File: src/rtl/twfaw_pkg.sv
package twfaw_pkg;

    localparam int FRAC_BITS_DEF     = 16;
    localparam int CORDIC_STAGES_DEF = 16;
    localparam int ATAN_ENTRIES      = 24;

    localparam logic [31:0] ATAN_Q30 [ATAN_ENTRIES] = '{
        32'd843314857, 32'd497837829, 32'd263043837, 32'd133525159, 32'd67021687,
        32'd33543516, 32'd16775851, 32'd8388437, 32'd4194283, 32'd2097149,
        32'd1048576, 32'd524288, 32'd262144, 32'd131072, 32'd65536, 32'd32768,
        32'd16384, 32'd8192, 32'd4096, 32'd2048, 32'd1024, 32'd512, 32'd256,
        32'd128
    };

    localparam logic [20:0] RAD_PER_TENTH_Q30  = 21'd1874033;
    localparam logic [31:0] HALF_PI_Q30        = 32'd1686629713;
    localparam logic [19:0] GAIN_K_Q20         = 20'd636751;
    localparam logic [25:0] TENTHS_PER_RAD_Q16 = 26'd37549362;
    localparam logic [21:0] DIV1000_MUL        = 22'd2147484;

    localparam logic       CFG_CALM_THRESHOLD = 1'b0;
    localparam logic       CFG_ZONE_OFFSET    = 1'b1;
    localparam logic [7:0] CALM_RESET         = 8'd2;
    localparam logic [4:0] ZONE_RESET         = 5'd2;

    typedef struct packed {
        logic [9:0] ground_speed;
        logic [8:0] course_plus_45;
        logic [8:0] course_minus_45;
        logic [4:0] local_hour;
    } side_t;

endpackage

File: src/rtl/twfaw_cordic_stage.sv
module twfaw_cordic_stage #(
    parameter int F         = twfaw_pkg::FRAC_BITS_DEF,
    parameter int W         = F + 15,
    parameter int ZW        = F + 4,
    parameter int IDX       = 0,
    parameter bit VECTORING = 1'b0
) (
    input  logic                 clk,
    input  logic                 rst_n,
    input  logic                 en,
    input  logic                 valid_in,
    input  logic signed [W-1:0]  x_in,
    input  logic signed [W-1:0]  y_in,
    input  logic signed [ZW-1:0] z_in,
    input  twfaw_pkg::side_t     side_in,
    output logic                 valid_out,
    output logic signed [W-1:0]  x_out,
    output logic signed [W-1:0]  y_out,
    output logic signed [ZW-1:0] z_out,
    output twfaw_pkg::side_t     side_out
);

    localparam logic [63:0] DA64 =
        (64'(twfaw_pkg::ATAN_Q30[IDX]) + (64'd1 << (29 - F))) >> (30 - F);
    localparam logic signed [ZW-1:0] DA = ZW'(DA64);

    logic signed [W-1:0]  dx;
    logic signed [W-1:0]  dy;
    logic                 up;
    logic signed [W-1:0]  x_next;
    logic signed [W-1:0]  y_next;
    logic signed [ZW-1:0] z_next;

    logic                 valid_reg;
    logic signed [W-1:0]  x_reg;
    logic signed [W-1:0]  y_reg;
    logic signed [ZW-1:0] z_reg;
    twfaw_pkg::side_t     side_reg;

    always_comb
    begin
        dx = y_in >>> IDX;
        dy = x_in >>> IDX;
        // up: x -= dx, y += dy, z -= da
        up = VECTORING ? !(y_in > 0) : (z_in >= 0);
        if (up)
        begin
            x_next = x_in - dx;
            y_next = y_in + dy;
            z_next = z_in - DA;
        end
        else
        begin
            x_next = x_in + dx;
            y_next = y_in - dy;
            z_next = z_in + DA;
        end
    end

    always_ff @(posedge clk or negedge rst_n)
    begin
        if (!rst_n)
            valid_reg <= 1'b0;
        else if (en)
            valid_reg <= valid_in;
    end

    always_ff @(posedge clk)
    begin
        if (en)
        begin
            x_reg    <= x_next;
            y_reg    <= y_next;
            z_reg    <= z_next;
            side_reg <= side_in;
        end
    end

    assign valid_out = valid_reg;
    assign x_out     = x_reg;
    assign y_out     = y_reg;
    assign z_out     = z_reg;
    assign side_out  = side_reg;

endmodule

File: config.mk
export PLATFORM = sky130hd
export DESIGN_NAME = twfaw_cordic_stage
export DESIGN_NICKNAME = d
export VERILOG_FILES = /design/src/rtl/twfaw_pkg.sv /design/src/rtl/twfaw_cordic_stage.sv
export SDC_FILE = /design/constraint.sdc
export NUM_CORES = 1
export LEC_CHECK = 0
export BUFFER_PORTS_ARGS = -buffer_cell sky130_fd_sc_hd__buf_2
export CORE_MARGIN = 2
export CORE_UTILIZATION = 45
export DETAILED_ROUTE_END_ITERATION = 6
export GPL_TIMING_DRIVEN = 0
export PLACE_DENSITY = 0.72
export SYNTH_ARGS = -nofsm -noshare
export SYNTH_HDL_FRONTEND = slang
export SYNTH_SLANG_ARGS = --single-unit
File: constraint.sdc
create_clock -name clk -period 0.85 [get_ports clk]
set_clock_uncertainty 0.2 [all_clocks]
set_input_delay 0.1275 -clock clk [delete_from_list [all_inputs] [get_ports clk]]
set_output_delay 0.1275 -clock clk [all_outputs]
set_load 0.02 [all_outputs]
Word level (Yosys, flattened, before mapping)
Index checks and enable logic that the tools add are counted.

Add/sub/neg operators: 5. Multiply operators: 0. Div/mod/pow operators: 0. $lt $le $gt $ge: 1. Equality and inequality tests: 0. Shift operators: 0. Mux-type cells: 3. Bitwise gates (word level): 0. Reductions and logical operators: 0.

Operator list (count): $mux W31 (2); $sub A31 B31 Y31 (2); $add A31 B31 Y31 (1); $add A20 B17 Y20 const B (1); $ge A20 B1 Y1 const B (1); $mux W20 (1); $sub A20 B17 Y20 const B (1).

Bits in registers: 116. Latch bits: 0. RAM bits: 0. ROM bits: 0. Input bits: 119. Logic and storage cells: 17. Memories: 0.

Logic depth before layout (Yosys ltp)
Depth after elaboration: 2. Gate-level depth with buffers: 17.

Worst setup path after synthesis
No wires, ideal clock.

Path type: input to register. Start point: input port z_in[7]. End point: register z_reg[19], in the netlist z_out[19] (data pin). Setup time: 0.266 ns. Data arrival time: 3.120 ns. Slack: -2.736 ns. Stages: 15. Path buffers: 2. Path through: nor4_1 -> nand4_1 -> o21ai_1 -> clkbuf_1 -> buf_1 -> ha_1 -> a21o_1 -> a21oi_1 -> nor2_1 -> o31ai_1 -> a21oi_1 -> o21ai_0 -> nor3b_1 -> nor3_1 -> xor2_1.

Longest elaborated chain between the ends: 2. Elaborated cells on any way between the ends: 4. Classes of those cells: 2 x add/sub; 1 x order compare; 1 x mux.

RTL lines: start, declared (line twfaw_cordic_stage.sv:14) `input logic signed [ZW-1:0] z_in,`; $add A20 B17 Y20 (tied with other cells) (line twfaw_cordic_stage.sv:56) `z_next = z_in + DA;`; $mux W20 (*) (line twfaw_cordic_stage.sv:46) `if (up)`; via z_next[19] (line twfaw_cordic_stage.sv:32) `logic signed [ZW-1:0] z_next;`; end signal, assigned (line twfaw_cordic_stage.sv:74) `z_reg <= z_next;`; end, declared (line twfaw_cordic_stage.sv:37) `logic signed [ZW-1:0] z_reg;`.

The timed path passes the listed nets; every way through them passes the cells marked *. A chain may end at the register's enable or synchronous reset.

Worst setup path in the final report
Start point: input port z_in[6]. End point: register z_reg[13], in the netlist z_out[13] (data pin).

The elaborated chain is that of the path after synthesis.

==> flow_summary.ini <==
[status]
status = finished with violations
violations = DRC, hold timing, setup timing

[setup_path]
worstReg2RegEnd = valid_out$_DFFE_PN0P_
worstSetupEndpointType = flip-flop
worstPathRequired_ns = 0.84
reg2reg_depth = 2
arrival_ns = 3.91
start_kind = input pin
cp_max_fo = 5
r2r_setup_slack_ns = -0.27
r2r-start = valid_out$_DFFE_PN0P_
critical_path_class = input pin to flip-flop

[flow_run]
drv_cap = 0

[power_and_ir_drop]
swShare = 0.379
irDropWorstVdd_uv = 1330
p_leak_nw = 7.09
pwr-share-seq = 0.275
clockPowerShare = 0.286
p_per_area_mw_per_mm2 = 1700
power_frac_comb = 0.439
p_sw_mw = 10.7
intPower_mw = 17.6

[min_path]
holdPathStages = 2
worstHoldStart = valid_in
worstHoldEndpoint = valid_out$_DFFE_PN0P_
hold_class = input pin to flip-flop

[global_route]
gr-total-overflow = 0
grt_pass1_vias = 10400
grt_max_degree = 43
grt_pass1_wl_um = 57900
grtUsageTotal = 0.345
antenna_found_initial = 3

[logic_synthesis]
yosysMostFrequentCell = edfxtp_1
postSynthCellCount = 1002
synth_edf_count = 114
synth_top_area_cell = edfxtp_1
yosysUniqueCellTypes = 73
synthTopCellsByArea = edfxtp_1, ha_1, a21oi_1
synth-warning-count = 0
synthArstFlopShare = 0.00870
syn_area_per_cell_um2 = 9.29
ys_ff_latch = 115
synth_flop_cell = edfxtp_1
synth_top_cell_area_share = 0.368
seq_area_frac_synth = 0.370
synth_nets = 1230
synth_commonest_cells = edfxtp_1, ha_1, inv_1, a21oi_1, nor2_1
syn-cell-area_mm2 = 0.00931

[final_layout]
drive_gt1_frac = 0.517
syn_to_final_growth_pct = 78.8
fin_nets = 1665
design_area_mm2 = 0.0166

[floorplanning]
start_util = 0.459
pin_count = 235
core_area_mm2 = 0.0203
rows = 52
die_h_um = 148
die_area_mm2 = 0.0219
fp.dieW_um = 148

[routing]
vias = 11200
drt_iter0_markers = 1290
ant_nets = 0
via_per_inst = 6.52
drcViolationCount = 1
dr.pass1.iters = 7
drt-total-wl_um = 49200
wl_per_cell_um = 28.6

[placement]
pre_cts_ws_ns = -2.80
hpwl_um = 22600
place_area_mm2 = 0.0116
gp_congestion = 0.960
port_buffers = 234

[sta]
relSlewSlack = 0.413
timing.final.max_slew_violations = 0
fin_setup_tns_ns = -181.85
hold_violations = 44
setup_viol = 195
whs_ns = -0.272
worst_pin_slew_ns = 0.879
fin_crit_ns = 3.93
max_freq_mhz = 255
rsz0062_at_grt = true
fin_crit_sh = 4.62
layout_setup_ws_ns = -3.08

[clock_network]
cts_tree = yes
clk_pin_slew_ns = 0.07
root_buffer = clkbuf_16
cts_inserted_buffers = 17
clock_sinks = 115
clock_path_buffers = 2
holdBufCountCts = 39
clock_latency_ns = 0.44
cts_max_level = 4
==> logic make-up after synthesis <==
logic type                 Yosys count  share of synthesized area
adders and majority gates          109                      0.150
DFF                                115                      0.370
muxes                               14                     0.0152
buffers and inverters              145                     0.0603
xor gates and xnor gates            72                     0.0677
AOI/OAI and AO/OA                  312                      0.214
and+or+nand+nor                    235                      0.123
==> metal layers <==
metal  GRT usage  up-vias  wire, um
met2       0.608     1076     21900
met3      0.0806      451      6620
li1            -     4480         -
met5           0        -       132
met1       0.379     5202     15700
met4       0.207        8      4840
==> final cells by class <==
| type | instances | area (um^2) |
|---|---|---|
| Tap cell | 270 | 338 |
| Sequential cell | 115 | 3450 |
| Multi-Input combinational cell | 742 | 7390 |
| Antenna cell | 1 | 2.50 |
| Clock buffer | 17 | 425 |
| Clock inverter | 15 | 195 |
| Fill cell | 956 | 3650 |
| Inverter | 103 | 472 |
| Timing Repair Buffer | 421 | 3940 |
| Buffer | 37 | 434 |
==> power groups by stage <==
stage,sequential [mW],clock [mW],combinational (mW)
2_1_floorplan,8.64,0,3.93
3_3_place_gp,7.61,0,7.37
3_5_place_dp,7.61,0,7.43
4_1_cts,7.55,7.83,9.84
5_1_grt,7.82,8.26,12.8
6_report,7.78,8.09,12.4
==> metrics by stage <==
step                       util  instances  power [mW]
after global routing      0.820       1721        28.8
after CTS                 0.752       1693        25.2
after floorplan               -       1002        12.6
after detailed placement  0.572       1507        15.0
after global placement    0.570       1506        15.0
final                     0.820       1721        28.3
==> worst max-delay path by stage <==
stage,cells past startpoint,end,slack (ns),startpoint
4_1_cts,17,z_out[19]$_DFFE_PP_,-2.03,z_in[7]
3_3_place_gp,16,z_out[19]$_DFFE_PP_,-2.82,z_in[10]
3_5_place_dp,16,z_out[19]$_DFFE_PP_,-2.80,z_in[10]
2_1_floorplan,16,z_out[19]$_DFFE_PP_,-2.17,z_in[14]
6_report,18,z_out[13]$_DFFE_PP_,-3.08,z_in[6]
5_1_grt,18,z_out[13]$_DFFE_PP_,-2.95,z_in[6]
==> worst max-delay path, stage by stage <==
cell and delay (ns):
buf_6 0.13, nor4_4 0.28, nand4_1 0.23, o21ai_4 0.30
buf_6 0.16, clkbuf_16 0.14, buf_12 0.12, ha_4 0.19
a21o_1 0.19, a21oi_4 0.09, buf_4 0.15, o21bai_2 0.20
a21oi_2 0.09, o21bai_1 0.22, a21oi_2 0.11, o21bai_1 0.72
a21oi_1 0.23, xnor2_1 0.21
==> registers in the layout, indices dropped and copies added, names as in the netlist <==
signal	flops
side_out	33
valid_out	1
x_out	31
y_out	30
z_out	20
==> cells in the final DEF (no fill, tap or decap), types with 8 or more instances in the layout <==
cell type / count
a21o_1: 37
a21oi_1: 52
a21oi_2: 32
a21oi_4: 19
buf_12: 14
buf_2: 110
buf_4: 98
buf_6: 143
buf_8: 20
clkbuf_16: 27
clkbuf_2: 8
dlygate4sd3_1: 38
edfxtp_1: 114
ha_1: 67
ha_4: 32
inv_1: 74
inv_2: 11
inv_4: 9
inv_6: 8
nand2_1: 37
nand2_2: 11
nand3_2: 9
nand4_1: 8
nor2_1: 55
nor2_2: 8
nor2_4: 10
nor2b_1: 9
nor3_1: 16
o21ai_0: 27
o21ai_1: 13
o21ai_2: 14
o21ai_4: 11
o21bai_1: 15
xnor2_1: 40
xnor2_2: 15
xor2_1: 16
==> timing repair <==
item / 4_1_cts / 5_1_grt
gates cloned: 11 / 0
resized for setup: 392 / 323
pin swaps: 152 / 112
buffers inserted: 111 / 59
endpoints found under the setup margin: 266 / 267
endpoints found under the hold margin: 85 / 46
No activity file was read; power rests on OpenSTA's default activity.
