### src/rtl/twfaw_pkg.sv
package twfaw_pkg;

    localparam int FRAC_BITS_DEF     = 16;
    localparam int CORDIC_STAGES_DEF = 16;
    localparam int ATAN_ENTRIES      = 24;

    localparam logic [31:0] ATAN_Q30 [ATAN_ENTRIES] = '{
        32'd843314857, 32'd497837829, 32'd263043837, 32'd133525159, 32'd67021687,
        32'd33543516, 32'd16775851, 32'd8388437, 32'd4194283, 32'd2097149,
        32'd1048576, 32'd524288, 32'd262144, 32'd131072, 32'd65536, 32'd32768,
        32'd16384, 32'd8192, 32'd4096, 32'd2048, 32'd1024, 32'd512, 32'd256,
        32'd128
    };

    localparam logic [20:0] RAD_PER_TENTH_Q30  = 21'd1874033;
    localparam logic [31:0] HALF_PI_Q30        = 32'd1686629713;
    localparam logic [19:0] GAIN_K_Q20         = 20'd636751;
    localparam logic [25:0] TENTHS_PER_RAD_Q16 = 26'd37549362;
    localparam logic [21:0] DIV1000_MUL        = 22'd2147484;

    localparam logic       CFG_CALM_THRESHOLD = 1'b0;
    localparam logic       CFG_ZONE_OFFSET    = 1'b1;
    localparam logic [7:0] CALM_RESET         = 8'd2;
    localparam logic [4:0] ZONE_RESET         = 5'd2;

    typedef struct packed {
        logic [9:0] ground_speed;
        logic [8:0] course_plus_45;
        logic [8:0] course_minus_45;
        logic [4:0] local_hour;
    } side_t;

endpackage

### src/rtl/twfaw_pre.sv
module twfaw_pre #(
    parameter int F  = twfaw_pkg::FRAC_BITS_DEF,
    parameter int W  = F + 15,
    parameter int ZW = F + 4
) (
    input  logic                 clk,
    input  logic                 rst_n,
    input  logic                 en,
    input  logic                 valid_in,
    input  logic [9:0]           ground_speed,
    input  logic [10:0]          apparent_wind_speed,
    input  logic [11:0]          apparent_wind_angle,
    input  logic [8:0]           true_course,
    input  logic [4:0]           utc_hour,
    input  logic signed [4:0]    zone_offset_hours,
    output logic                 valid_out,
    output logic signed [W-1:0]  x_out,
    output logic signed [W-1:0]  y_out,
    output logic signed [ZW-1:0] z_out,
    output twfaw_pkg::side_t     side_out
);

    localparam int PW = 31 + F + 1;

    logic [11:0]          awa_m;
    logic signed [12:0]   awa_s;
    logic signed [12:0]   awa_f;
    logic                 flip;
    logic [9:0]           awa_abs;
    logic [30:0]          z_prod;
    logic [30:0]          z_rnd;
    logic signed [ZW-1:0] za;
    logic [30:0]          x_prod;
    logic [PW-1:0]        x_sh;
    logic signed [W-1:0]  xa;
    logic [8:0]           course;
    logic [9:0]           cp;
    logic [9:0]           cm;
    logic signed [6:0]    hs;
    logic signed [6:0]    hm;
    twfaw_pkg::side_t     side_next;

    logic                 valid_reg;
    logic signed [W-1:0]  x_reg;
    logic signed [ZW-1:0] z_reg;
    twfaw_pkg::side_t     side_reg;

    always_comb
    begin
        awa_m = (apparent_wind_angle >= 12'd3600) ? apparent_wind_angle - 12'd3600
                                                  : apparent_wind_angle;
        awa_s = (awa_m >= 12'd1800) ? $signed({1'b0, awa_m}) - 13'sd3600
                                    : $signed({1'b0, awa_m});
        flip  = 1'b0;
        awa_f = awa_s;
        if (awa_s > 13'sd900)
        begin
            awa_f = awa_s - 13'sd1800;
            flip  = 1'b1;
        end
        else if (awa_s < -13'sd900)
        begin
            awa_f = awa_s + 13'sd1800;
            flip  = 1'b1;
        end
        awa_abs = awa_f[12] ? 10'(-awa_f) : 10'(awa_f);
        z_prod  = 31'(awa_abs) * 31'(twfaw_pkg::RAD_PER_TENTH_Q30);
        z_rnd   = (z_prod + (31'd1 << (29 - F))) >> (30 - F);
        za      = awa_f[12] ? -$signed(ZW'(z_rnd)) : $signed(ZW'(z_rnd));

        x_prod = 31'(apparent_wind_speed) * 31'(twfaw_pkg::GAIN_K_Q20);
        x_sh   = ((PW'(x_prod) << F) + (PW'(1) << 19)) >> 20;
        xa     = flip ? -$signed(W'(x_sh)) : $signed(W'(x_sh));

        course = (true_course >= 9'd360) ? true_course - 9'd360 : true_course;
        cp     = 10'(course) + 10'd45;
        cm     = 10'(course) + 10'd315;
        hs     = $signed({2'b00, utc_hour}) + 7'(zone_offset_hours);
        if (hs < 7'sd0)
            hm = hs + 7'sd24;
        else if (hs >= 7'sd24)
            hm = hs - 7'sd24;
        else
            hm = hs;

        side_next.ground_speed    = ground_speed;
        side_next.course_plus_45  = (cp >= 10'd360) ? 9'(cp - 10'd360) : 9'(cp);
        side_next.course_minus_45 = (cm >= 10'd360) ? 9'(cm - 10'd360) : 9'(cm);
        side_next.local_hour      = 5'(hm);
    end

    always_ff @(posedge clk or negedge rst_n)
    begin
        if (!rst_n)
            valid_reg <= 1'b0;
        else if (en)
            valid_reg <= valid_in;
    end

    always_ff @(posedge clk)
    begin
        if (en)
        begin
            x_reg    <= xa;
            z_reg    <= za;
            side_reg <= side_next;
        end
    end

    assign valid_out = valid_reg;
    assign x_out     = x_reg;
    assign y_out     = '0;
    assign z_out     = z_reg;
    assign side_out  = side_reg;

endmodule

### config.mk
export PLATFORM = sky130hd
export DESIGN_NAME = twfaw_pre
export DESIGN_NICKNAME = d
export VERILOG_FILES = /design/src/rtl/twfaw_pkg.sv /design/src/rtl/twfaw_pre.sv
export SDC_FILE = /design/constraint.sdc
export NUM_CORES = 1
export LEC_CHECK = 0
export BUFFER_PORTS_ARGS = -buffer_cell sky130_fd_sc_hd__buf_4
export CAP_MARGIN = 10
export CELL_PAD_IN_SITES_DETAIL_PLACEMENT = 1
export CELL_PAD_IN_SITES_GLOBAL_PLACEMENT = 1
export CORE_AREA = 2 2 174 176
export CTS_BUF_LIST = sky130_fd_sc_hd__clkbuf_4 sky130_fd_sc_hd__clkbuf_8
export DETAILED_ROUTE_END_ITERATION = 10
export DIE_AREA = 0 0 176 178
export GPL_TIMING_DRIVEN = 0
export PLACE_DENSITY_LB_ADDON = 0.1
export SETUP_SLACK_MARGIN = 0.2
export SLEW_MARGIN = 20
export SYNTH_ARGS = -nofsm -noshare
export SYNTH_HDL_FRONTEND = slang
export SYNTH_SLANG_ARGS = --single-unit
### constraint.sdc
create_clock -name clk -period 1.7 [get_ports clk]
set_input_delay 0.425 -clock clk [delete_from_list [all_inputs] [get_ports clk]]
set_output_delay 0.425 -clock clk [all_outputs]
set_load 0.05 [all_outputs]
==> flow_summary.json, run 1 <==
{
  "synth_edf_count": 83,
  "cts.sinks": 84,
  "endpoint_type": "register data pin",
  "synth.largest_area_cell": "ha_1",
  "syn_inst": 1612,
  "ys_ff_latch": 84,
  "async_flop_share": 0.0119,
  "initial_core_util": 0.502,
  "die_w_um": 176,
  "ys_seq_area_frac": 0.170,
  "synth_top_area_share": 0.177,
  "grt_use_total": 0.888,
  "ys_types": 93,
  "hpwl_mm": 36.6,
  "root_buffer": "clkbuf_8",
  "h-tree-depth": 3,
  "placed_cell_area_um2": 17500,
  "grt-ovfl-total": 868,
  "synth_flop_cell": "edfxtp_1",
  "synth_area_leaders": "ha_1 18%, edfxtp_1 17%, fa_1 16%",
  "grt_max_degree": 85,
  "ios": 172,
  "cts_buffer_depth": 2,
  "place_congestion": 0.876,
  "failing_step": "global routing",
  "die_h_um": 178,
  "dpl.cell_count": 2172,
  "numCtsBuffers": 9,
  "io_buffers": 140,
  "status": "aborted with a tool error",
  "worstEndpointGrtRepair": "z_out[19]$_SDFFCE_PP0P_/D",
  "syn_area_um2": 14800,
  "num_rows": 63,
  "ys_warn_count": 0,
  "syn_avg_cell_area_um2": 9.16,
  "tool.error": "[ERROR GRT-0232] Routing congestion too high. Check the congestion heatmap in the GUI."
}
[metal layers]
metal,track usage,overflow
met1,0.857,4
met2,1.06,557
met3,0.731,7
met4,0.977,297
met5,0.311,3
[cells in the mapped netlist (all sizes together) (8+ instances only)]
library cell,number
ha,209
o31ai,16
xnor2,106
edfxtp,83
and4,9
nor2,91
a31oi,17
nor4,8
or3,9
inv,207
mux2i,9
nand4,18
a21oi,75
o211ai,12
and3,22
a211oi,8
nand3,39
nand2b,13
clkbuf,30
o21ai,74
nor2b,16
xor2,54
fa,118
o21a,15
a21o,38
buf,41
or2,16
nand2,94
nor3,43
and2,9
[cells by family after synthesis]
logic type	share of synthesized area
multiplexers	0.00915
AO/OA/AOI/OAI	0.167
adder cells (fa/ha/maj)	0.337
XOR/XNOR	0.0949
other	0.000254
buffers and inverters	0.0802
AND/OR/NAND/NOR	0.141
flip-flops	0.170
[what timing repair did]
action | in CTS
hold buffers | 1
pin swaps | 168
resized for setup | 341
endpoints found under the hold margin | 1
endpoints found under the setup margin | 66
cloned | 2
setup buffers | 203
[through the flow]
step | util | hold WS, ns | setup TNS (ns) | setup WS (ns)
CTS | 0.715 | 0.208 | -281.25 | -7.97
detailed placement | 0.596 | 0.204 | -355.47 | -10.00
global placement | 0.596 | 0.200 | -344.72 | -9.74
floorplan | - | 0.129 | -282.12 | -8.10
==> run 2: changes to the inputs <==
CELL_PAD_IN_SITES_DETAIL_PLACEMENT = not set   (was 1)
CELL_PAD_IN_SITES_GLOBAL_PLACEMENT = not set   (was 1)
CORE_AREA = 2 2 196 198   (was 2 2 174 176)
CTS_BUF_LIST = not set   (was sky130_fd_sc_hd__clkbuf_4 sky130_fd_sc_hd__clkbuf_8)
DIE_AREA = 0 0 198 200   (was 0 0 176 178)
PLACE_DENSITY_LB_ADDON = 0.15   (was 0.1)
SETUP_SLACK_MARGIN = not set   (was 0.2)
==> flow_summary.json, run 2 <==
{
  "synth_area_leaders": "ha_1 18%, edfxtp_1 17%, fa_1 16%",
  "clk_pin_slew_ns": 0.06,
  "drc": 0,
  "crit_type": "in -> reg",
  "via_count": 13053,
  "ys_top_cells_by_count": "209 x ha_1, 206 x inv_1, 118 x fa_1, 106 x xnor2_1, 94 x nand2_1",
  "numCtsBuffers": 9,
  "rrSetupSlack_ns": 0.96,
  "setup_viol": 65,
  "skew_ns": 0,
  "startpoint_type": "input pin",
  "synth.largest_area_cell": "ha_1",
  "die_w_um": 198,
  "hp-start": "ground_speed[5]",
  "drt-vias-per-instance": 5.18,
  "worstPathRequired_ns": 1.78,
  "rsz0062_at_grt": "yes",
  "r2r_cells": 1,
  "pre_cts_ws_ns": -9.67,
  "period_share": 5.64,
  "ys_ff_latch": 84,
  "final_hold_viol_count": 0,
  "yosysMostFrequentCell": "ha_1",
  "grt-ovfl-total": 0,
  "maxCapViolCount": 0,
  "layout_commonest_cell": "buf_4",
  "final.min_clock_period_ns": 9.58,
  "min-delay-path-class": "in -> reg",
  "grt_use_total": 0.208,
  "nets": 2385,
  "min_path_cells": 1,
  "grt_max_degree": 85,
  "root_buffer": "clkbuf_16",
  "ys_seq_area_frac": 0.170,
  "cp.arrival_ns": 9.66,
  "first_global_vias": 13239,
  "cts_buffer_depth": 2,
  "wl_per_cell_um": 17.0,
  "cts.sinks": 84,
  "grt_pass1_wl_mm": 66.4,
  "finalWorstSetupSlack_ns": -7.88,
  "critPathCaptureType": "flip-flop",
  "io_buffers": 140,
  "synth_flop_cell": "edfxtp_1",
  "num_rows": 71,
  "routed_wl_mm": 42.7,
  "slew-limit-headroom": 0.277,
  "h-tree-depth": 3,
  "syn_area_um2": 14800,
  "async_flop_share": 0.0119,
  "cts_tree": "built",
  "final_cell_mix": "347 x buf_4, 182 x inv_1, 166 x ha_1",
  "place_congestion": 0.865,
  "crit_fanout": 7,
  "tns_ns": -281.50,
  "min_to": "side_out[28]$_DFFE_PP_",
  "drtIter0Drc": 633,
  "syn2layout_area_growth_pct": 48.1,
  "ant_nets": 0,
  "worst_slew_pin_slew_ns": 1.08,
  "failed_checks": "setup timing",
  "core_area_um2": 37400,
  "die_h_um": 200,
  "initial_core_util": 0.395,
  "drive_above_1_share": 0.421,
  "r2r_start": "valid_out$_DFFE_PN0P_",
  "slew_viol_final": 0,
  "ys_types": 93,
  "insertion_delay_ns": 0.34,
  "status": "finished with violations",
  "ios": 172,
  "synth_top_area_share": 0.177,
  "worst_path_max_delay_cell": "fa_1",
  "syn_avg_cell_area_um2": 9.16,
  "dieArea_um2": 39600,
  "ys_warn_count": 0,
  "syn_inst": 1612,
  "hpwl_mm": 31.9,
  "timing.critical_path.mode_cell": "ha_4",
  "reg2reg_to": "valid_out$_DFFE_PN0P_",
  "largest_register_ff_count": 32,
  "fmax_mhz": 104,
  "synth_edf_count": 83,
  "cp_slowest_stage_delay_ns": 0.54,
  "antenna_found_initial": 0,
  "firstDrtPassIters": 5
}
run 2: cells by family after synthesis:
| kind of cell | after synthesis | share of synthesized area |
|---|---|---|
| simple gates | 403 | 0.141 |
| buf+inv | 278 | 0.0802 |
| flops | 84 | 0.170 |
| other cells | 1 | 0.000254 |
| mux | 13 | 0.00915 |
| fa+ha+maj | 327 | 0.337 |
| compound gates | 346 | 0.167 |
| xor+xnor | 160 | 0.0949 |
run 2: cell type report:
cell class / instances / area (um^2)
antenna: 1 / 2.50
buffer: 56 / 423
clock buffer: 10 / 229
clock inverter: 6 / 113
fill: 3107 / 15500
inverter: 207 / 831
multi-input combinational: 1281 / 14100
sequential: 84 / 2520
tap: 511 / 639
timing repair buffer: 363 / 3010
run 2: worst max-delay path by stage:
stage,cells past startpoint,end,from
6_report,43,z_out[17]$_SDFFCE_PP0P_,apparent_wind_angle[5]
5_1_grt,44,z_out[17]$_SDFFCE_PP0P_,apparent_wind_angle[5]
4_1_cts,43,z_out[19]$_SDFFCE_PP0P_,apparent_wind_angle[4]
3_5_place_dp,47,z_out[19]$_SDFFCE_PP0P_,apparent_wind_angle[5]
3_3_place_gp,47,z_out[19]$_SDFFCE_PP0P_,apparent_wind_angle[5]
2_1_floorplan,46,z_out[17]$_SDFFCE_PP0P_,apparent_wind_angle[5]
run 2: routing by layer:
| metal | up-vias | part of all wire | track usage |
|---|---|---|---|
| met2 | 285 | 0.50 | 0.369 |
| met5 | - | 0 | 0 |
| met1 | 6320 | 0.43 | 0.263 |
| met4 | 0 | 0.026 | 0.0599 |
| met3 | 69 | 0.041 | 0.0302 |
| li1 | 6379 | - | - |
run 2: what timing repair did:
item | in CTS | in global routing
hold endpoints to repair | 1 | 0
gates resized for setup | 211 | 237
endpoints found under the setup margin | 65 | 65
buffers inserted | 132 | 106
hold buffers | 1 | 0
gates cloned | 0 | 2
pin swaps | 154 | 132
run 2: per-stage QoR:
stage,hold WS (ns),std cells,util,instance area (um^2)
final,0.256,2519,0.585,21900
after global routing,0.239,2518,0.585,21900
after CTS,0.236,2422,0.535,20000
after detailed placement,0.201,2293,0.472,17700
after global placement,0.201,2293,0.472,17700
after floorplan,0.129,1642,-,16000
run 2: critical path, delay by kind of cell:
kind / cells / cell delay [ns]
AND/OR/NAND/NOR: 11 / 2.18
multiplexers: 1 / 0.14
XOR/XNOR: 2 / 0.41
adder cells (fa/ha/maj): 9 / 2.68
buffers and inverters: 7 / 0.77
AO/OA/AOI/OAI: 13 / 3.02
Power of run 2 is left out: the tool's default activity adds up to more than one toggle a clock period on the data nets, which glitch-free logic cannot reach.
