==> config.mk <==
export PLATFORM = sky130hd
export DESIGN_NAME = twfaw_post
export DESIGN_NICKNAME = d
export VERILOG_FILES = /design/src/rtl/twfaw_pkg.sv /design/src/rtl/twfaw_post.sv
export SDC_FILE = /design/constraint.sdc
export NUM_CORES = 2
export LEC_CHECK = 0
export ABC_AREA = 1
export BUFFER_PORTS_ARGS = -buffer_cell sky130_fd_sc_hd__buf_2
export CAP_MARGIN = 0
export CORE_UTILIZATION = 65
export CTS_BUF_LIST = sky130_fd_sc_hd__clkbuf_16
export CTS_CLUSTER_DIAMETER = 80
export DETAILED_ROUTE_END_ITERATION = 8
export PLACE_DENSITY = 0.95
export SYNTH_ARGS = -nofsm -noshare
export SYNTH_HDL_FRONTEND = slang
export SYNTH_SLANG_ARGS = --single-unit
==> constraint.sdc <==
create_clock -name clk -period 8 [get_ports clk]
set_input_delay 0.4 -clock clk [delete_from_list [all_inputs] [get_ports clk]]
set_output_delay 0.4 -clock clk [all_outputs]
set_load 0.05 [all_outputs]
==> src/rtl/twfaw_pkg.sv <==
package twfaw_pkg;

    localparam int FRAC_BITS_DEF     = 16;
    localparam int CORDIC_STAGES_DEF = 16;
    localparam int ATAN_ENTRIES      = 24;

    localparam logic [31:0] ATAN_Q30 [ATAN_ENTRIES] = '{
        32'd843314857, 32'd497837829, 32'd263043837, 32'd133525159, 32'd67021687,
        32'd33543516, 32'd16775851, 32'd8388437, 32'd4194283, 32'd2097149,
        32'd1048576, 32'd524288, 32'd262144, 32'd131072, 32'd65536, 32'd32768,
        32'd16384, 32'd8192, 32'd4096, 32'd2048, 32'd1024, 32'd512, 32'd256,
        32'd128
    };

    localparam logic [20:0] RAD_PER_TENTH_Q30  = 21'd1874033;
    localparam logic [31:0] HALF_PI_Q30        = 32'd1686629713;
    localparam logic [19:0] GAIN_K_Q20         = 20'd636751;
    localparam logic [25:0] TENTHS_PER_RAD_Q16 = 26'd37549362;
    localparam logic [21:0] DIV1000_MUL        = 22'd2147484;

    localparam logic       CFG_CALM_THRESHOLD = 1'b0;
    localparam logic       CFG_ZONE_OFFSET    = 1'b1;
    localparam logic [7:0] CALM_RESET         = 8'd2;
    localparam logic [4:0] ZONE_RESET         = 5'd2;

    typedef struct packed {
        logic [9:0] ground_speed;
        logic [8:0] course_plus_45;
        logic [8:0] course_minus_45;
        logic [4:0] local_hour;
    } side_t;

endpackage

==> src/rtl/twfaw_post.sv <==
module twfaw_post #(
    parameter int F  = twfaw_pkg::FRAC_BITS_DEF,
    parameter int W  = F + 15,
    parameter int ZW = F + 4
) (
    input  logic                 clk,
    input  logic                 rst_n,
    input  logic                 en,
    input  logic                 valid_in,
    input  logic signed [W-1:0]  x_in,
    input  logic signed [ZW-1:0] z_in,
    input  twfaw_pkg::side_t     side_in,
    input  logic [7:0]           calm_threshold,
    output logic                 valid_out,
    output logic [10:0]          true_wind_speed,
    output logic [10:0]          true_wind_angle,
    output twfaw_pkg::side_t     side_out
);

    localparam int MW = W + 20;
    localparam int AW = ZW + 26;

    logic [MW-1:0]        mag_prod;
    logic [W-1:0]         mag_next;
    logic [W-1:0]         kts_full;
    logic [13:0]          kts;
    logic [23:0]          n_next;
    logic [AW-1:0]        ang_prod;
    logic [AW-1:0]        ang_sh;
    logic [45:0]          q_prod;
    logic [13:0]          q;
    logic [10:0]          ms_next;
    logic [10:0]          ang_next;

    logic                 a_valid_reg;
    logic [W-1:0]         a_mag_reg;
    logic signed [ZW-1:0] a_z_reg;
    twfaw_pkg::side_t     a_side_reg;

    logic                 b_valid_reg;
    logic                 b_calm_reg;
    logic                 b_zpos_reg;
    logic [23:0]          b_n_reg;
    logic [13:0]          b_ang_reg;
    twfaw_pkg::side_t     b_side_reg;

    logic                 c_valid_reg;
    logic [10:0]          c_ms_reg;
    logic [10:0]          c_ang_reg;
    twfaw_pkg::side_t     c_side_reg;

    always_comb
    begin
        mag_prod = MW'($unsigned(x_in)) * MW'(twfaw_pkg::GAIN_K_Q20);
        mag_next = (x_in > 0) ? W'((mag_prod + (MW'(1) << 19)) >> 20) : '0;

        kts_full = (a_mag_reg + (W'(1) << (F - 1))) >> F;
        kts      = kts_full[13:0];
        n_next   = 24'(kts) * 24'd514 + 24'd500;
        ang_prod = AW'($unsigned(a_z_reg[ZW-2:0])) * AW'(twfaw_pkg::TENTHS_PER_RAD_Q16);
        ang_sh   = (ang_prod + (AW'(1) << (F + 15))) >> (F + 16);

        q_prod = 46'(b_n_reg) * 46'(twfaw_pkg::DIV1000_MUL);
        q      = q_prod[44:31];
        if (b_calm_reg)
            ms_next = '0;
        else if (q > 14'd2047)
            ms_next = 11'd2047;
        else
            ms_next = q[10:0];
        if (b_calm_reg || !b_zpos_reg)
            ang_next = '0;
        else if (b_ang_reg > 14'd1800)
            ang_next = 11'd1800;
        else
            ang_next = b_ang_reg[10:0];
    end

    always_ff @(posedge clk or negedge rst_n)
    begin
        if (!rst_n)
        begin
            a_valid_reg <= 1'b0;
            b_valid_reg <= 1'b0;
            c_valid_reg <= 1'b0;
        end
        else if (en)
        begin
            a_valid_reg <= valid_in;
            b_valid_reg <= a_valid_reg;
            c_valid_reg <= b_valid_reg;
        end
    end

    always_ff @(posedge clk)
    begin
        if (en)
        begin
            a_mag_reg  <= mag_next;
            a_z_reg    <= z_in;
            a_side_reg <= side_in;
            b_calm_reg <= (kts <= 14'(calm_threshold));
            b_zpos_reg <= (a_z_reg > 0);
            b_n_reg    <= n_next;
            b_ang_reg  <= ang_sh[13:0];
            b_side_reg <= a_side_reg;
            c_ms_reg   <= ms_next;
            c_ang_reg  <= ang_next;
            c_side_reg <= b_side_reg;
        end
    end

    assign valid_out       = c_valid_reg;
    assign true_wind_speed = c_ms_reg;
    assign true_wind_angle = c_ang_reg;
    assign side_out        = c_side_reg;

endmodule

# ---- Yosys cells after proc, flatten, opt, wreduce, memory -nomap -nowiden
# Index checks and enable logic that the tools add are counted.
# Widths: inputs -> output; s select.
dict set report op_classes {
  add_sub_neg 4
  multipliers 4
  n_lt_le_gt_ge 5
  muxes 2
  n_reduce_logical 3
}
# op count
set op_table {}
lappend op_table {{$add 50x20->50 const B} 1}
lappend op_table {{$mul 31x20->50 const B} 1}
lappend op_table {{$add 45x32->46 const B} 1}
lappend op_table {{$mul 19x25->44 const B} 1}
lappend op_table {{$mul 24x20->43 const B} 1}
lappend op_table {{$gt 31x1->1 const B} 1}
lappend op_table {{$add 30x16->30 const B} 1}
lappend op_table {{$gt 14x11->1 const B} 2}
lappend op_table {{$add 24x9->24 const B} 1}
lappend op_table {{$mul 14x9->23 const B} 1}
lappend op_table {{$mux 11} 2}
lappend op_table {{$gt 20x1->1 const B} 1}
lappend op_table {{$le 14x8->1} 1}
lappend op_table {{$reduce_or 2->1} 1}
lappend op_table {{$logic_not 1->1} 1}
lappend op_table {{$logic_or 1x1->1} 1}
dict set report word_totals {
  reg_bits 214
  in_bits 96
  output_inout_bits 56
  elab_cells 42
}

# ---- Logic depth before layout (Yosys ltp)
dict set report logic_depth {
  depth_word 3
  depth_mapped 31
  ltp_nobuf 31
}

# ---- Worst setup path after synthesis
# OpenSTA, ideal clock, no wires.
dict set report synth_timing {
  path_type {register to register}
  from {reg a_z_reg[7]}
  to {reg b_ang_reg[9] (data pin)}
  setup_ns 0.252
  arrival_ns 5.710
  t_required_ns 7.748
  path_slack_ns 2.038
  path_stages_with_launch 28
  path_buffers 1
  synth_period_minus_slack_ns 5.962
  path_cell_list {edfxtp_1 -> fa_1 -> inv_1 -> fa_1 -> inv_1 -> fa_1 -> inv_1 -> fa_1 -> inv_1 -> fa_1 -> fa_1 -> ha_1 -> nand2_1 -> nor2_1 -> inv_1 -> nor3_1 -> nand3_1 -> nand2_1 -> nand2_1 -> nand2_1 -> inv_1 -> ha_1 -> and3_1 -> buf_2 -> nand2_1 -> nor2_1 -> nand2_1 -> nand2_1}
}
dict set report synth_via {
  elab_chain_len 2
}
# element line
set synth_lines {}
lappend synth_lines {{from (decl)} twfaw_post.sv:37} ;# logic signed [ZW-1:0] a_z_reg;
lappend synth_lines {{from (signal assigned)} twfaw_post.sv:100} ;# a_z_reg <= z_in;
lappend synth_lines {{$mul 19x25->44} twfaw_post.sv:60} ;# ang_prod = AW'($unsigned(a_z_reg[ZW-2:0])) * AW'(twfaw_pkg::TENTHS_PER_RAD_Q16);
lappend synth_lines {{$add 45x32->46} twfaw_post.sv:61} ;# ang_sh = (ang_prod + (AW'(1) << (F + 15))) >> (F + 16);
lappend synth_lines {{net ang_sh[9]} twfaw_post.sv:29} ;# logic [AW-1:0] ang_sh;
lappend synth_lines {{to (signal assigned)} twfaw_post.sv:105} ;# b_ang_reg <= ang_sh[13:0];
lappend synth_lines {{to (decl)} twfaw_post.sv:44} ;# logic [13:0] b_ang_reg;
# The timed path passes the listed nets, and every way through them passes these cells.
# A chain may end at the register's enable or synchronous reset.

# ---- Final worst setup path
# Same ends and word-level chain as after synthesis.

==> flow_metrics.env <==
export IMPL_syn_to_final_growth_pct=6.396
export IMPL_grt_antenna_before_repair=0
export IMPL_cts_tree="built"
export IMPL_slew_viol_final=0
export IMPL_grt_ovfl_total=0
export IMPL_dieHeight_microns=239.6
export IMPL_num_vias=27560
export IMPL_pin_count=152
export IMPL_drc=0
export IMPL_grt_pass1_vias=29440
export IMPL_synth_cells=4086
export IMPL_finalHoldViolations=0
export IMPL_fp_dieW_microns=239.6
export IMPL_arrival_ps=6810
export IMPL_htreeDepth=4
export IMPL_max_freq_mhz=152.2
export IMPL_fin_worst_skew_ps=21.39
export IMPL_cp_required_ps=8240
export IMPL_synth_edf_count=195
export IMPL_end_kind="register"
export IMPL_insertion_delay_ps=500
export IMPL_diodes=0
export IMPL_clk_pin_slew_ps=110
export IMPL_hold_path_class="in -> reg"
export IMPL_first_pass_iters=6
export IMPL_clockBufferDepth=2
export IMPL_ys_seq_area_frac=0.1616
export IMPL_maxCapViolCount=0
export IMPL_outcome="finished clean"
export IMPL_grt_max_degree=120
export IMPL_cts_root_buffer="clkbuf_16"
export IMPL_wl_per_cell_microns=18.81
export IMPL_setup_viol=0
export IMPL_worstPathMaxFanout=9
export IMPL_drive_above_1_share=0.05720
export IMPL_period_minus_slack_ps=6570
export IMPL_ys_types=47
export IMPL_ys_warnings_count=0
export IMPL_critPathKind="reg -> reg"
export IMPL_routabilityCongestion=1.034
export IMPL_start_kind="register"
export IMPL_synth_area_sq_mm=0.03670
export IMPL_fin_crit_sh=0.8213
export IMPL_routed_via_density=5.497
export IMPL_cts_made_buffers=17
export IMPL_rsz0062_at_grt="no"
export IMPL_drtIter0Drc=2147
export IMPL_max_slew_margin=0.3366
export IMPL_grtUsageTotal=0.3434
export IMPL_synth_flop_cell="edfxtp_1"
export IMPL_grt_pass1_wl_microns=150100
export IMPL_drtAntennaViolNets=0
export IMPL_ys_async_sr_fraction=0.01515
export IMPL_final_nets=5552
export IMPL_hpwl_microns=81870
export IMPL_dieArea_sq_mm=0.05742
export IMPL_synth_avg_cell_area_sq_um=8.982
export IMPL_setup_tns_ps=0
export IMPL_wirelength_microns=94310
export IMPL_worst_pin_slew_ps=995.1
export IMPL_synthesis_nets=5385
export IMPL_start_util=0.6623
export IMPL_core_area_sq_mm=0.05542
export IMPL_synth_seq_cells=198
export IMPL_cts_sinks=198
export IMPL_io_buffers=151
export IMPL_placementRows=86
[layout make-up]
cell class,count,area [sq um]
multi-input combinational,2623,26020
fill,4019,16370
sequential,198,5931
inverter,1260,4730
tap,748,935.9
timing repair buffer,153,782.0
clock buffer,17,425.4
clock inverter,15,229.0
[cells in the mapped netlist (2+ instances only)]
cell type | n | area (sq um)
inv_1 | 1252 | 4700
ha_1 | 637 | 7970
nand2_1 | 577 | 2166
fa_1 | 566 | 11330
nor2_1 | 239 | 897.1
edfxtp_1 | 195 | 5856
a21oi_1 | 150 | 750.7
o21ai_0 | 92 | 460.4
nand3_1 | 82 | 410.4
xor2_1 | 37 | 324.1
nand4_1 | 34 | 212.7
nor3_1 | 33 | 165.2
a31oi_1 | 21 | 131.4
a21o_1 | 17 | 127.6
o21bai_1 | 16 | 120.1
nand3b_1 | 12 | 90.09
nand2_2 | 11 | 68.82
nor2_2 | 11 | 68.82
nor4_1 | 10 | 62.56
o211ai_1 | 9 | 67.56
o21a_1 | 9 | 67.56
inv_2 | 8 | 30.03
xnor2_1 | 8 | 70.07
nand3_2 | 7 | 70.07
nand2_4 | 6 | 67.56
nor2_4 | 6 | 67.56
a21boi_0 | 5 | 37.54
and3_1 | 5 | 31.28
or2_2 | 4 | 25.02
dfrtp_1 | 3 | 75.07
o21ai_1 | 3 | 15.01
and2_1 | 2 | 12.51
buf_2 | 2 | 10.01
clkbuf_1 | 2 | 7.510
o21ai_2 | 2 | 17.52
o31ai_1 | 2 | 15.01
[kinds of logic (layout without fill, tap and decap cells)]
group	count (synthesis)	in the layout	share of synthesized area
buf+inv	1265	1445	0.1295
xor+xnor	45	45	0.01074
fa+ha+maj	1203	1203	0.5259
mux	1	1	0.0003068
compound gates	331	331	0.05049
flops	198	198	0.1616
simple gates	1043	1043	0.1214
[layout by cell type, fill, tap and decap left out, drive strengths merged, types with 34 or more instances in the layout]
master,count
nand3,89
fa,566
nor3,35
ha,637
edfxtp,195
nor2,256
xor2,37
nand4,34
buf,151
nand2,594
a21oi,150
o21ai,97
inv,1271
[what timing repair did]
action | in CTS | in global routing
buffers inserted | 0 | 0
hold endpoints to repair | 3 | 0
hold buffers | 1 | 0
resized for setup | 0 | 0
[path summary, 6_finish.rpt]
kind                                          start                        to  slack, ps  depth (start not counted)
min in group asynchronous                     rst_n     valid_out$_DFFE_PN0P_        220                          2
hold reg to reg            a_side_reg[32]$_DFFE_PP_  b_side_reg[32]$_DFFE_PP_        420                          0
max in group asynchronous                     rst_n   a_valid_reg$_DFFE_PN0P_       7680                          2
hold / removal                              z_in[3]      a_z_reg[3]$_DFFE_PP_         70                          1
setup reg to reg               a_z_reg[7]$_DFFE_PP_    b_ang_reg[9]$_DFFE_PP_       1430                         26
setup / recovery               a_z_reg[7]$_DFFE_PP_    b_ang_reg[9]$_DFFE_PP_       1430                         26
[worst max-delay path, cell delays in order (launching register included)]
cell and delay (ps):
edfxtp_1 600, fa_1 690, inv_1 80, fa_1 570, inv_1 80, fa_1 550, inv_1 60, fa_1 480
inv_1 60, fa_1 500, fa_1 500, ha_1 340, nand2_1 100, nor2_1 150, inv_1 90, nor3_1 230
nand3_1 140, nand2_1 80, nand2_1 50, nand2_1 140, inv_1 60, ha_1 200, and3_1 260, nand2_1 140
nor2_1 60, nand2_1 50, nand2_1 50
[stage by stage]
step / utilization / cells / hold slack [ps] / setup WS, ps / instance area [sq um]
after global placement: 0.6927 / 4981 / 194.0 / 1657 / 38380
after floorplan: - / 4086 / 104.4 / 2038 / 36700
after global routing: 0.7047 / 5014 / 60.04 / 1025 / 39050
after CTS: 0.7047 / 5014 / 39.88 / 1505 / 39050
after detailed placement: 0.6927 / 4981 / 196.4 / 1594 / 38380
final: 0.7047 / 5014 / 67.25 / 1430 / 39050
[per-layer routing]
metal,global-route usage,wire (microns),vias up
li1,-,-,12840
met1,0.4242,37190,13380
met2,0.5998,47200,1074
met3,0.04921,5638,272
met4,0.1463,4282,0
met5,0,0,-
Power is not shown: default switching activity piles up to over one toggle a cycle in this logic, so the estimate is an artifact.
